## config.mk

```make
export PLATFORM = sky130hd
export DESIGN_NAME = region_average_color_flat
export DESIGN_NICKNAME = d
export VERILOG_FILES = /design/src/rtl/rac_pkg.sv /design/src/rtl/rac_if.sv /design/src/rtl/rac_cfg.sv /design/src/rtl/rac_fifo.sv /design/src/rtl/rac_front.sv /design/src/rtl/rac_back.sv /design/src/rtl/region_average_color.sv /design/src/flat_wrapper.sv
export SDC_FILE = /design/constraint.sdc
export NUM_CORES = 2
export LEC_CHECK = 0
export BUFFER_PORTS_ARGS = -buffer_cell sky130_fd_sc_hd__buf_2
export CAP_MARGIN = 10
export CORE_MARGIN = 2
export CORE_UTILIZATION = 63
export CTS_CLUSTER_SIZE = 24
export DETAILED_ROUTE_END_ITERATION = 12
export PLACE_DENSITY = 0.81
export SLEW_MARGIN = 20
export SYNTH_ARGS = -nofsm -noshare
export SYNTH_HDL_FRONTEND = slang
export SYNTH_SLANG_ARGS = --single-unit
```

## constraint.sdc

```tcl
create_clock -name clk -period 15.9 [get_ports clk]
set_clock_uncertainty 0.05 [all_clocks]
set_input_delay 0.795 -clock clk [delete_from_list [all_inputs] [get_ports clk]]
set_output_delay 0.795 -clock clk [all_outputs]
set_load 0.02 [all_outputs]
```

## src/rtl/rac_pkg.sv

```systemverilog
// Package for the masked tile colour averager: widths, register map, mode codes and the
// types shared by the configuration block, the pixel front end, the queue and the back end.
// Depends on nothing.
package rac_pkg;

  localparam int MAX_DIM    = 4096;
  localparam int COORD_W    = $clog2(MAX_DIM);
  localparam int DIM_W      = COORD_W + 1;
  localparam int CHAN_W     = 8;
  localparam int MODE_W     = 3;
  localparam int SUM_W      = 32;
  localparam int MEAN_W     = 16;
  localparam int FRAC_W     = 8;
  localparam int NUM_CH     = 3;
  // largest divisor is the widest masked tile size squared
  localparam int DIVR_W     = 2 * DIM_W;
  localparam int DVD_W      = SUM_W + FRAC_W + 1;
  localparam int CNT_W      = $clog2(DVD_W);
  localparam int FIFO_DEPTH = 4;
  localparam int FIFO_AW    = $clog2(FIFO_DEPTH);
  localparam int CFG_AW     = 5;
  localparam int CFG_DW     = 32;
  localparam int REG_IDX_W  = CFG_AW - 2;

  localparam logic [REG_IDX_W-1:0] REG_START_ROW = 3'd0;
  localparam logic [REG_IDX_W-1:0] REG_START_COL = 3'd1;
  localparam logic [REG_IDX_W-1:0] REG_TILE_ROWS = 3'd2;
  localparam logic [REG_IDX_W-1:0] REG_TILE_COLS = 3'd3;
  localparam logic [REG_IDX_W-1:0] REG_MODE      = 3'd4;

  localparam logic [MODE_W-1:0] MODE_RECT      = 3'd0;
  localparam logic [MODE_W-1:0] MODE_TRI_UPPER = 3'd1;  // above the anti-diagonal
  localparam logic [MODE_W-1:0] MODE_TRI_LOWER = 3'd2;  // on or below the anti-diagonal
  localparam logic [MODE_W-1:0] MODE_TRI_RIGHT = 3'd3;  // on or right of the diagonal
  localparam logic [MODE_W-1:0] MODE_TRI_LEFT  = 3'd4;  // left of the diagonal

  typedef struct packed {
    logic [COORD_W-1:0] start_row;
    logic [COORD_W-1:0] start_col;
    logic [DIM_W-1:0]   tile_rows;
    logic [DIM_W-1:0]   tile_cols;
    logic [MODE_W-1:0]  mode;
  } cfg_t;

  typedef struct packed {
    logic [CHAN_W-1:0] blue;
    logic [CHAN_W-1:0] green;
    logic [CHAN_W-1:0] red;
    logic              last;
  } pix_ent_t;

  typedef struct packed {
    logic full;
    logic empty;
  } q_stat_t;

endpackage

```

## src/rtl/rac_if.sv

```systemverilog
// Channel interfaces of the tile colour averager: pixel input and mean result.
// Depends on rac_pkg.
interface rac_pix_if;
  logic                         valid;
  logic                         ready;
  logic [rac_pkg::COORD_W-1:0]  pixel_row;
  logic [rac_pkg::COORD_W-1:0]  pixel_col;
  logic [rac_pkg::CHAN_W-1:0]   blue_in;
  logic [rac_pkg::CHAN_W-1:0]   green_in;
  logic [rac_pkg::CHAN_W-1:0]   red_in;
  logic                         frame_end;

  modport source (output valid, pixel_row, pixel_col, blue_in, green_in, red_in, frame_end,
                  input ready);
  modport sink   (input valid, pixel_row, pixel_col, blue_in, green_in, red_in, frame_end,
                  output ready);
endinterface

interface rac_mean_if;
  logic                        valid;
  logic                        ready;
  logic [rac_pkg::MEAN_W-1:0]  mean_blue;
  logic [rac_pkg::MEAN_W-1:0]  mean_green;
  logic [rac_pkg::MEAN_W-1:0]  mean_red;
  logic                        zero_area;

  modport source (output valid, mean_blue, mean_green, mean_red, zero_area, input ready);
  modport sink   (input valid, mean_blue, mean_green, mean_red, zero_area, output ready);
endinterface

```

## src/rtl/rac_cfg.sv

```systemverilog
// Register file of the tile colour averager behind an APB-style port.
// Depends on rac_pkg.
module rac_cfg (
  input  logic                        clk,
  input  logic                        rst_n,
  input  logic                        psel,
  input  logic                        penable,
  input  logic                        pwrite,
  input  logic [rac_pkg::CFG_AW-1:0]  paddr,
  input  logic [rac_pkg::CFG_DW-1:0]  pwdata,
  output logic [rac_pkg::CFG_DW-1:0]  prdata,
  output logic                        pready,
  output rac_pkg::cfg_t               cfg
);

  rac_pkg::cfg_t                  cfg_r;
  logic [rac_pkg::REG_IDX_W-1:0]  idx;
  logic                           wr_en;

  assign pready = 1'b1;
  assign idx    = paddr[rac_pkg::CFG_AW-1:2];
  assign wr_en  = psel && penable && pwrite;
  assign cfg    = cfg_r;

  always_ff @(posedge clk) begin
    if (!rst_n) begin
      cfg_r <= '0;
    end else if (wr_en) begin
      case (idx)
        rac_pkg::REG_START_ROW: cfg_r.start_row <= pwdata[rac_pkg::COORD_W-1:0];
        rac_pkg::REG_START_COL: cfg_r.start_col <= pwdata[rac_pkg::COORD_W-1:0];
        rac_pkg::REG_TILE_ROWS: cfg_r.tile_rows <= pwdata[rac_pkg::DIM_W-1:0];
        rac_pkg::REG_TILE_COLS: cfg_r.tile_cols <= pwdata[rac_pkg::DIM_W-1:0];
        rac_pkg::REG_MODE:      cfg_r.mode      <= pwdata[rac_pkg::MODE_W-1:0];
        default: ;
      endcase
    end
  end

  always_comb begin
    case (idx)
      rac_pkg::REG_START_ROW: prdata = rac_pkg::CFG_DW'(cfg_r.start_row);
      rac_pkg::REG_START_COL: prdata = rac_pkg::CFG_DW'(cfg_r.start_col);
      rac_pkg::REG_TILE_ROWS: prdata = rac_pkg::CFG_DW'(cfg_r.tile_rows);
      rac_pkg::REG_TILE_COLS: prdata = rac_pkg::CFG_DW'(cfg_r.tile_cols);
      rac_pkg::REG_MODE:      prdata = rac_pkg::CFG_DW'(cfg_r.mode);
      default:                prdata = '0;
    endcase
  end

endmodule

```

## src/rtl/rac_fifo.sv

```systemverilog
// Short queue of classified pixels between the front end and the back end.
// Depends on rac_pkg.
module rac_fifo (
  input  logic                clk,
  input  logic                rst_n,
  input  logic                push,
  input  rac_pkg::pix_ent_t   push_data,
  input  logic                pop,
  output rac_pkg::pix_ent_t   pop_data,
  output rac_pkg::q_stat_t    stat
);

  rac_pkg::pix_ent_t            mem_r [rac_pkg::FIFO_DEPTH];
  logic [rac_pkg::FIFO_AW-1:0]  wr_ptr_r;
  logic [rac_pkg::FIFO_AW-1:0]  rd_ptr_r;
  logic [rac_pkg::FIFO_AW:0]    cnt_r;
  logic                         do_push;
  logic                         do_pop;

  assign stat.full  = (cnt_r == (rac_pkg::FIFO_AW+1)'(rac_pkg::FIFO_DEPTH));
  assign stat.empty = (cnt_r == '0);
  assign do_push    = push && !stat.full;
  assign do_pop     = pop && !stat.empty;
  assign pop_data   = mem_r[rd_ptr_r];

  always_ff @(posedge clk) begin
    if (!rst_n) begin
      wr_ptr_r <= '0;
      rd_ptr_r <= '0;
      cnt_r    <= '0;
    end else begin
      if (do_push) wr_ptr_r <= wr_ptr_r + 1'b1;
      if (do_pop)  rd_ptr_r <= rd_ptr_r + 1'b1;
      case ({do_push, do_pop})
        2'b10:   cnt_r <= cnt_r + 1'b1;
        2'b01:   cnt_r <= cnt_r - 1'b1;
        default: cnt_r <= cnt_r;
      endcase
    end
  end

  always_ff @(posedge clk) begin
    if (do_push) mem_r[wr_ptr_r] <= push_data;
  end

endmodule

```

## src/rtl/rac_front.sv

```systemverilog
// Pixel front end: accept, test against the tile and mask, stage and queue.
// Depends on rac_pkg and rac_if.
module rac_front (
  input  logic               clk,
  input  logic               rst_n,
  rac_pix_if.sink            in_ch,
  input  rac_pkg::cfg_t      cfg,
  input  rac_pkg::q_stat_t   q_stat,
  output logic               push,
  output rac_pkg::pix_ent_t  push_data
);

  logic [rac_pkg::DIM_W-1:0]  r_d;
  logic [rac_pkg::DIM_W-1:0]  c_d;
  logic [rac_pkg::DIM_W:0]    diag;
  logic                       in_tile;
  logic                       hit;
  logic                       keep;
  rac_pkg::pix_ent_t          ent;
  rac_pkg::pix_ent_t          stg_r;
  logic                       stg_valid_r;

  always_comb begin
    r_d     = {1'b0, in_ch.pixel_row} - {1'b0, cfg.start_row};
    c_d     = {1'b0, in_ch.pixel_col} - {1'b0, cfg.start_col};
    diag    = {1'b0, r_d} + {1'b0, c_d};
    in_tile = (in_ch.pixel_row >= cfg.start_row) && (r_d < cfg.tile_rows) &&
              (in_ch.pixel_col >= cfg.start_col) && (c_d < cfg.tile_cols);
    case (cfg.mode)
      rac_pkg::MODE_RECT:      hit = in_tile;
      rac_pkg::MODE_TRI_UPPER: hit = in_tile && (diag <  {1'b0, cfg.tile_cols});
      rac_pkg::MODE_TRI_LOWER: hit = in_tile && (diag >= {1'b0, cfg.tile_cols});
      rac_pkg::MODE_TRI_RIGHT: hit = in_tile && (c_d >= r_d);
      rac_pkg::MODE_TRI_LEFT:  hit = in_tile && (c_d <  r_d);
      default:                 hit = 1'b0;
    endcase
    // drop pixels that neither count nor close the frame
    keep      = hit || in_ch.frame_end;
    ent.blue  = hit ? in_ch.blue_in  : '0;
    ent.green = hit ? in_ch.green_in : '0;
    ent.red   = hit ? in_ch.red_in   : '0;
    ent.last  = in_ch.frame_end;
  end

  assign in_ch.ready = !stg_valid_r || !q_stat.full;
  assign push        = stg_valid_r && !q_stat.full;
  assign push_data   = stg_r;

  always_ff @(posedge clk) begin
    if (!rst_n) begin
      stg_valid_r <= 1'b0;
    end else if (in_ch.ready) begin
      stg_valid_r <= in_ch.valid && keep;
    end
  end

  always_ff @(posedge clk) begin
    if (in_ch.ready) stg_r <= ent;
  end

endmodule

```

## src/rtl/rac_back.sv

```systemverilog
// Back end: accumulate channel sums, divide at frame end, hold the result register.
// Depends on rac_pkg and rac_if.
module rac_back (
  input  logic               clk,
  input  logic               rst_n,
  input  rac_pkg::cfg_t      cfg,
  input  rac_pkg::q_stat_t   q_stat,
  input  rac_pkg::pix_ent_t  q_data,
  output logic               pop,
  rac_mean_if.source         out_ch
);

  typedef enum logic [3:0] {
    S_IDLE = 4'b0001,
    S_PREP = 4'b0010,
    S_DIV  = 4'b0100,
    S_DONE = 4'b1000
  } bk_state_t;

  bk_state_t                     state_r;
  bk_state_t                     state_nxt;
  logic [rac_pkg::SUM_W-1:0]     sum_r    [rac_pkg::NUM_CH];
  logic [rac_pkg::SUM_W-1:0]     sum_fin  [rac_pkg::NUM_CH];
  logic [rac_pkg::SUM_W-1:0]     sum_nxt  [rac_pkg::NUM_CH];
  logic [rac_pkg::CHAN_W-1:0]    chan     [rac_pkg::NUM_CH];
  logic [rac_pkg::DVD_W-1:0]     dq_r     [rac_pkg::NUM_CH];
  logic [rac_pkg::DIVR_W-1:0]    rem_r    [rac_pkg::NUM_CH];
  logic [rac_pkg::DIVR_W:0]      trial    [rac_pkg::NUM_CH];
  logic [rac_pkg::DIVR_W-1:0]    rem_nxt  [rac_pkg::NUM_CH];
  logic                          ge       [rac_pkg::NUM_CH];
  logic [rac_pkg::MEAN_W-1:0]    mean_sat [rac_pkg::NUM_CH];
  logic [rac_pkg::MEAN_W-1:0]    mean_r   [rac_pkg::NUM_CH];
  logic [2*rac_pkg::DIM_W-1:0]   area;
  logic [rac_pkg::DIVR_W-1:0]    div_r;
  logic [rac_pkg::CNT_W-1:0]     cnt_r;
  logic                          zero_r;
  logic                          out_valid_r;
  logic                          out_valid_nxt;
  logic                          out_load;
  logic                          close;

  assign chan[0] = q_data.blue;
  assign chan[1] = q_data.green;
  assign chan[2] = q_data.red;

  assign area = cfg.tile_rows * cfg.tile_cols;

  always_comb begin
    pop       = !q_stat.empty && (!q_data.last || state_r == S_IDLE);
    close     = pop && q_data.last;
    out_load  = (state_r == S_DONE) && (!out_valid_r || out_ch.ready);
    state_nxt = state_r;
    case (state_r)
      S_IDLE:  if (close) state_nxt = S_PREP;
      S_PREP:  state_nxt = S_DIV;
      S_DIV:   if (cnt_r == rac_pkg::CNT_W'(rac_pkg::DVD_W - 1)) state_nxt = S_DONE;
      S_DONE:  if (out_load) state_nxt = S_IDLE;
      default: state_nxt = S_IDLE;
    endcase
    out_valid_nxt = out_load ? 1'b1 : (out_valid_r && !out_ch.ready);
    for (int i = 0; i < rac_pkg::NUM_CH; i++) begin
      sum_fin[i] = sum_r[i] + rac_pkg::SUM_W'(chan[i]);
      sum_nxt[i] = !pop ? sum_r[i] : (q_data.last ? '0 : sum_fin[i]);
      trial[i]   = {rem_r[i], dq_r[i][rac_pkg::DVD_W-1]};
      ge[i]      = (trial[i] >= {1'b0, div_r});
      rem_nxt[i] = ge[i] ? rac_pkg::DIVR_W'(trial[i] - {1'b0, div_r})
                         : trial[i][rac_pkg::DIVR_W-1:0];
      mean_sat[i] = (|dq_r[i][rac_pkg::DVD_W-1:rac_pkg::MEAN_W]) ? '1
                                                                : dq_r[i][rac_pkg::MEAN_W-1:0];
    end
  end

  always_ff @(posedge clk) begin
    if (!rst_n) begin
      state_r     <= S_IDLE;
      out_valid_r <= 1'b0;
      for (int i = 0; i < rac_pkg::NUM_CH; i++) sum_r[i] <= '0;
    end else begin
      state_r     <= state_nxt;
      out_valid_r <= out_valid_nxt;
      for (int i = 0; i < rac_pkg::NUM_CH; i++) sum_r[i] <= sum_nxt[i];
    end
  end

  // divisor follows the static configuration
  always_ff @(posedge clk) begin
    if (cfg.mode == rac_pkg::MODE_RECT) begin
      div_r <= area[rac_pkg::DIVR_W-1:0];
    end else begin
      div_r <= {1'b0, area[rac_pkg::DIVR_W-1:1]};
    end
  end

  always_ff @(posedge clk) begin
    case (state_r)
      S_IDLE: begin
        if (close) begin
          for (int i = 0; i < rac_pkg::NUM_CH; i++) begin
            dq_r[i] <= {1'b0, sum_fin[i], {rac_pkg::FRAC_W{1'b0}}};
          end
        end
      end
      S_PREP: begin
        cnt_r <= '0;
        for (int i = 0; i < rac_pkg::NUM_CH; i++) begin
          dq_r[i]  <= dq_r[i] + rac_pkg::DVD_W'(div_r >> 1);
          rem_r[i] <= '0;
        end
      end
      S_DIV: begin
        cnt_r <= cnt_r + 1'b1;
        for (int i = 0; i < rac_pkg::NUM_CH; i++) begin
          dq_r[i]  <= {dq_r[i][rac_pkg::DVD_W-2:0], ge[i]};
          rem_r[i] <= rem_nxt[i];
        end
      end
      default: ;
    endcase
  end

  always_ff @(posedge clk) begin
    if (out_load) begin
      zero_r <= (div_r == '0);
      for (int i = 0; i < rac_pkg::NUM_CH; i++) begin
        mean_r[i] <= (div_r == '0) ? '0 : mean_sat[i];
      end
    end
  end

  assign out_ch.valid      = out_valid_r;
  assign out_ch.mean_blue  = mean_r[0];
  assign out_ch.mean_green = mean_r[1];
  assign out_ch.mean_red   = mean_r[2];
  assign out_ch.zero_area  = zero_r;

endmodule

```

## src/rtl/region_average_color.sv

```systemverilog
// Top level of the masked tile colour averager: register file, front end, queue, back end.
// Depends on rac_pkg, rac_if, rac_cfg, rac_front, rac_fifo and rac_back.
//
//   port group   direction  transaction
//   in_ch        sink       one pixel: row, column, blue, green, red, frame end mark
//   out_ch       source     one result: three 8.8 means and the zero-area flag
//   APB (p*)     slave      one register write or read, registers at byte address 4*index
//
// The front end takes one pixel per cycle while the queue has room; pixels that miss the
// tile or its mask are dropped there. The back end adds each counted pixel as it pops it.
// A frame-end pixel takes the back end through closing the sums, adding the rounding
// half, the restoring divider (one quotient bit a cycle, three channels side by side) and
// loading the result register. The front end keeps taking pixels into the four-entry
// queue meanwhile, and the back end resumes summing straight after closing the sums, so
// only a second frame end waits, until the result register is loaded.
// Reset (rst_n low at a clock edge) clears the registers, sums, queue and result valid.
// A stalled result holds in its register; the divider then waits before loading it.
module region_average_color (
  input  logic                        clk,
  input  logic                        rst_n,
  rac_pix_if.sink                     in_ch,
  rac_mean_if.source                  out_ch,
  input  logic                        psel,
  input  logic                        penable,
  input  logic                        pwrite,
  input  logic [rac_pkg::CFG_AW-1:0]  paddr,
  input  logic [rac_pkg::CFG_DW-1:0]  pwdata,
  output logic [rac_pkg::CFG_DW-1:0]  prdata,
  output logic                        pready
);

  rac_pkg::cfg_t      cfg;
  rac_pkg::q_stat_t   q_stat;
  rac_pkg::pix_ent_t  push_data;
  rac_pkg::pix_ent_t  pop_data;
  logic               push;
  logic               pop;

  // configuration registers; written by the user only while the block is idle, unenforced
  rac_cfg u_cfg (
    .clk     (clk),
    .rst_n   (rst_n),
    .psel    (psel),
    .penable (penable),
    .pwrite  (pwrite),
    .paddr   (paddr),
    .pwdata  (pwdata),
    .prdata  (prdata),
    .pready  (pready),
    .cfg     (cfg)
  );

  // classify each pixel against the tile and mask, stage it, push it
  rac_front u_front (
    .clk       (clk),
    .rst_n     (rst_n),
    .in_ch     (in_ch),
    .cfg       (cfg),
    .q_stat    (q_stat),
    .push      (push),
    .push_data (push_data)
  );

  // decouple the front end from the divider's long stalls
  rac_fifo u_fifo (
    .clk       (clk),
    .rst_n     (rst_n),
    .push      (push),
    .push_data (push_data),
    .pop       (pop),
    .pop_data  (pop_data),
    .stat      (q_stat)
  );

  // accumulate, divide at frame end, hold the result
  rac_back u_back (
    .clk    (clk),
    .rst_n  (rst_n),
    .cfg    (cfg),
    .q_stat (q_stat),
    .q_data (pop_data),
    .pop    (pop),
    .out_ch (out_ch)
  );

endmodule

```

## src/flat_wrapper.sv

```systemverilog
// flat-port wrapper written by rule: the top's interface ports become plain ports
module region_average_color_flat 
  (clk, rst_n, psel, penable, pwrite, paddr, pwdata, prdata, pready, in_ch_valid, in_ch_pixel_row, in_ch_pixel_col, in_ch_blue_in, in_ch_green_in, in_ch_red_in, in_ch_frame_end, in_ch_ready, out_ch_valid, out_ch_mean_blue, out_ch_mean_green, out_ch_mean_red, out_ch_zero_area, out_ch_ready);
  rac_pix_if in_ch_i ();
  rac_mean_if out_ch_i ();
  input  logic clk;
  input  logic rst_n;
  input  logic psel;
  input  logic penable;
  input  logic pwrite;
  input  logic [rac_pkg::CFG_AW-1:0] paddr;
  input  logic [rac_pkg::CFG_DW-1:0] pwdata;
  output logic [rac_pkg::CFG_DW-1:0] prdata;
  output logic pready;
  input wire logic [$bits(in_ch_i.valid)-1:0] in_ch_valid;
  input wire logic [$bits(in_ch_i.pixel_row)-1:0] in_ch_pixel_row;
  input wire logic [$bits(in_ch_i.pixel_col)-1:0] in_ch_pixel_col;
  input wire logic [$bits(in_ch_i.blue_in)-1:0] in_ch_blue_in;
  input wire logic [$bits(in_ch_i.green_in)-1:0] in_ch_green_in;
  input wire logic [$bits(in_ch_i.red_in)-1:0] in_ch_red_in;
  input wire logic [$bits(in_ch_i.frame_end)-1:0] in_ch_frame_end;
  output wire logic [$bits(in_ch_i.ready)-1:0] in_ch_ready;
  output wire logic [$bits(out_ch_i.valid)-1:0] out_ch_valid;
  output wire logic [$bits(out_ch_i.mean_blue)-1:0] out_ch_mean_blue;
  output wire logic [$bits(out_ch_i.mean_green)-1:0] out_ch_mean_green;
  output wire logic [$bits(out_ch_i.mean_red)-1:0] out_ch_mean_red;
  output wire logic [$bits(out_ch_i.zero_area)-1:0] out_ch_zero_area;
  input wire logic [$bits(out_ch_i.ready)-1:0] out_ch_ready;
  assign in_ch_i.valid = in_ch_valid;
  assign in_ch_i.pixel_row = in_ch_pixel_row;
  assign in_ch_i.pixel_col = in_ch_pixel_col;
  assign in_ch_i.blue_in = in_ch_blue_in;
  assign in_ch_i.green_in = in_ch_green_in;
  assign in_ch_i.red_in = in_ch_red_in;
  assign in_ch_i.frame_end = in_ch_frame_end;
  assign in_ch_ready = in_ch_i.ready;
  assign out_ch_valid = out_ch_i.valid;
  assign out_ch_mean_blue = out_ch_i.mean_blue;
  assign out_ch_mean_green = out_ch_i.mean_green;
  assign out_ch_mean_red = out_ch_i.mean_red;
  assign out_ch_zero_area = out_ch_i.zero_area;
  assign out_ch_i.ready = out_ch_ready;
  region_average_color u_core (.clk(clk), .rst_n(rst_n), .in_ch(in_ch_i), .out_ch(out_ch_i), .psel(psel), .penable(penable), .pwrite(pwrite), .paddr(paddr), .pwdata(pwdata), .prdata(prdata), .pready(pready));
endmodule
```

==> reports/qor.txt <==
Die width = 266 um
Crit path max-delay family = adder cells
Initial antenna violation count = 1
I/O Pins = 177
Crit end category = register
WL/cell = 20.0 um
Final Hold Fails = 0
Synthesis-stage register bit count = 571
DR DRC count = 0
Initial drt markers = 3,582
Ys Warns = 0
Period minus WS final = 6490 ps
Worst slew pin tran = 1100 ps
Mean Syn Cell Area = 9.33 um2
Critical path class = register to register
WHS = 311 ps
Crit path launch type = register
Setup bufs post-CTS = 0
Routed vias/inst = 6.30
Cell repeated most along the worst path = fa_1
TritonRoute pass-1 iters = 6
Vias in the first global route = 33,700
Pleak = 19.1 nW
Core Area = 68,300 um2
Primary FF master, synth = edfxtp_1
Peak Freq = 154 MHz
Root Buffer = clkbuf_16
Final setup vio count = 0
CTS sink cnt = 571
Post-synth ARST share = 0
Die ar. = 71,000 um2
Crit-path cells = nand2_1 -> fa_1 -> inv_1 -> fa_1 -> inv_1 -> fa_1 -> inv_1 -> fa_1 -> fa_1 -> ha_1 -> and3_1 -> a221oi_2 -> a211oi_1 -> a211oi_1 -> a21boi_1 -> a221o_1 -> a21oi_1 -> xor2_1 -> mux2i_1
Setup TNS = 0 ps
WP buf/inv = 3
Slew headroom = 0.263
Clock slew at reported path FFs = 60 ps
DRT antenna net count = 0
Post-synth EDFFs = 381
Final WL = 113,000 um
Post-CTS sizing = 0
Detailed-route via count = 35,500
GRT Util Overall = 0.314
Max-slew violations = 0
PortBufs = 135
CTS tree = yes
# nets final = 5,263
Peak supply drop = 0.000145 V
Hold-fix buffers at CTS = 0
Share of cells above drive strength 1 = 0.0782
Gpl congestion = 0.969
Area after DPL = 44,600 um2
Synth Cell Area = 43,400 um2
Final instance area = 46,900 um2
Worst skew pair latency = 640 ps
Worst hold path type = input pin to register
CTS Buf Count = 66
MaxCap Viol Count = 0
Status = completed
Util after Layout = 0.687
PwrDens = 113 nW/um2
Yosys cell types = 111
# H-tree levels = 3
Die H = 266 um
Max incr delay on CP = 810 ps
Critical Path AT = 6890 ps
Area delta synth->final = 8.18%
Largest net degree at the start of global routing = 97
Total power = 0.00529 W
Seq/Total Area, Yosys = 0.351
Crit path required time = 16,300 ps
Crit-path slowest cell = dfxtp_1
Tcrit/Tclk final = 0.408
Post-detail-place hpwl = 79,700 um
Max FO, Critical Path = 14
Post-Synthesis Cells = 4,651
Diodes inserted = 0
Num rows = 96
Clock tree buffer depth = 3
Unrepaired setup endpoints after global routing = no
First-pass GRT wire length = 179,000 um
Initial core utilization = 0.635
Grt total ovfl = 0
Fill cells = 5,343
[metrics by stage]
| step | setup slack, ps | cells |
|---|---|---|
| finish | 9410 | 5629 |
| global placement | 9360 | 5508 |
| global route | 9060 | 5629 |
| detailed placement | 9240 | 5508 |
| floorplan | 10120 | 4669 |
| CTS | 9430 | 5629 |
[state kept, by name, indices dropped and copies added (netlist names), 2 cells and up, named ones only]
register / flops
u_core.u_back.dq_r: 123
u_core.u_fifo.mem_r: 100
u_core.u_back.sum_r: 96
u_core.u_back.rem_r: 78
u_core.u_cfg.cfg: 53
u_core.u_back.mean_r: 48
u_core.u_back.div_r: 26
u_core.u_front.push_data: 25
u_core.u_back.cnt_r: 6
u_core.u_back.state_r: 4
u_core.u_fifo.cnt_r: 3
u_core.u_fifo.rd_ptr_r: 2
u_core.u_fifo.wr_ptr_r: 2
[final timing paths]
check                              startpoint                     endpoint  slack (ps)  cells after the start
hold reg to reg   u_core.u_front.push_data[7]    u_core.u_fifo.mem_r[1][7]         430                      0
setup reg to reg          u_core.u_cfg.cfg[6]      u_core.u_back.div_r[24]        9410                     19
hold / removal                in_ch_frame_end  u_core.u_front.push_data[0]         310                      1
setup / recovery          u_core.u_cfg.cfg[6]      u_core.u_back.div_r[24]        9410                     19
[Yosys cell counts (all sizes together), types with 80 or more instances]
cell type  instances  area (um2)
a21o              97         728
nor2b            162        1020
mux2i            100        1000
nand2            419        1580
inv              302        1130
clkbuf           156         586
nor3              80         420
nor2             414        1560
and2              85         532
xor2             106         928
a21oi            297        1490
edfxtp           381       11400
xnor2            183        1600
fa               134        2680
ha               342        4280
dfxtp            190        3800
nand3            125         626
o21ai            242        1210
[per-layer routing]
metal  routed length [um]  share of wire  track usage
met1                47600           0.42        0.437
met2                50500           0.45        0.491
met3                10200          0.091       0.0580
met4                 4180          0.037        0.119
met5                   13        0.00012            0
[power by group]
| part | total [W] | switching, W | internal, W |
|---|---|---|---|
| Combinational | 0.00164 | 0.00106 | 0.000572 |
| Clock | 0.00162 | 0.000663 | 0.000952 |
| Sequential | 0.00204 | 0.000186 | 0.00185 |
| Total | 0.00529 | 0.00191 | 0.00337 |
[placed cells by master (no fill, tap or decap), types with 20 or more instances in the layout]
cell | Yosys | final
nand2_1 | 418 | 417
nor2_1 | 413 | 411
edfxtp_1 | 381 | 381
ha_1 | 342 | 342
inv_1 | 297 | 296
a21oi_1 | 296 | 296
o21ai_0 | 226 | 226
dfxtp_1 | 190 | 189
xnor2_1 | 183 | 183
nor2b_1 | 161 | 160
fa_1 | 134 | 134
buf_2 | 10 | 134
nand3_1 | 125 | 125
xor2_1 | 106 | 106
mux2i_1 | 100 | 100
a21o_1 | 97 | 96
and2_1 | 85 | 85
nor3_1 | 76 | 74
clkbuf_16 | 0 | 69
a22oi_1 | 60 | 60
and3_1 | 54 | 54
nand2b_1 | 46 | 46
o31ai_1 | 44 | 44
a211oi_1 | 44 | 44
o21a_1 | 39 | 39
nand4_1 | 38 | 38
nor4_1 | 37 | 37
mux4_2 | 34 | 34
o21bai_1 | 34 | 34
or3_1 | 32 | 32
buf_4 | 27 | 32
a31oi_1 | 30 | 30
o211ai_1 | 30 | 30
o22ai_1 | 29 | 29
a21boi_0 | 29 | 29
conb_1 | 2 | 20
[kinds of logic (layout without fill, tap and decap cells)]
family / Yosys count / in the layout / share of synthesized area
muxes: 137 / 137 / 0.0415
AOI/OAI and AO/OA: 1106 / 1106 / 0.167
xor gates and xnor gates: 289 / 289 / 0.0583
other: 2 / 20 / 0.000173
and+or+nand+nor: 1557 / 1557 / 0.174
DFF: 571 / 571 / 0.351
adders and majority gates: 476 / 476 / 0.160
buffers and inverters: 513 / 591 / 0.0473
[worst reg2reg max path, cell delays in order (launching register included)]
cell and delay, ps:
dfxtp_1 810, nand2_1 190, fa_1 580, inv_1 60, fa_1 530, inv_1 50, fa_1 490, inv_1 50
fa_1 470, fa_1 510, ha_1 390, and3_1 190, a221oi_2 360, a211oi_1 180, a211oi_1 390, a21boi_1 190
a221o_1 380, a21oi_1 180, xor2_1 160, mux2i_1 100
[final cells by class]
class / count / area, um2 / area share
multi-input cells: 3585 / 26200 / 0.559
flip-flops and latches: 571 / 15200 / 0.325
clock buffers: 83 / 1810 / 0.0385
inverters: 303 / 1140 / 0.0243
well taps: 882 / 1100 / 0.0235
repair buffers: 167 / 922 / 0.0196
clock inverters: 38 / 490 / 0.0104
Note: power is estimated with default switching activity, not from simulation.
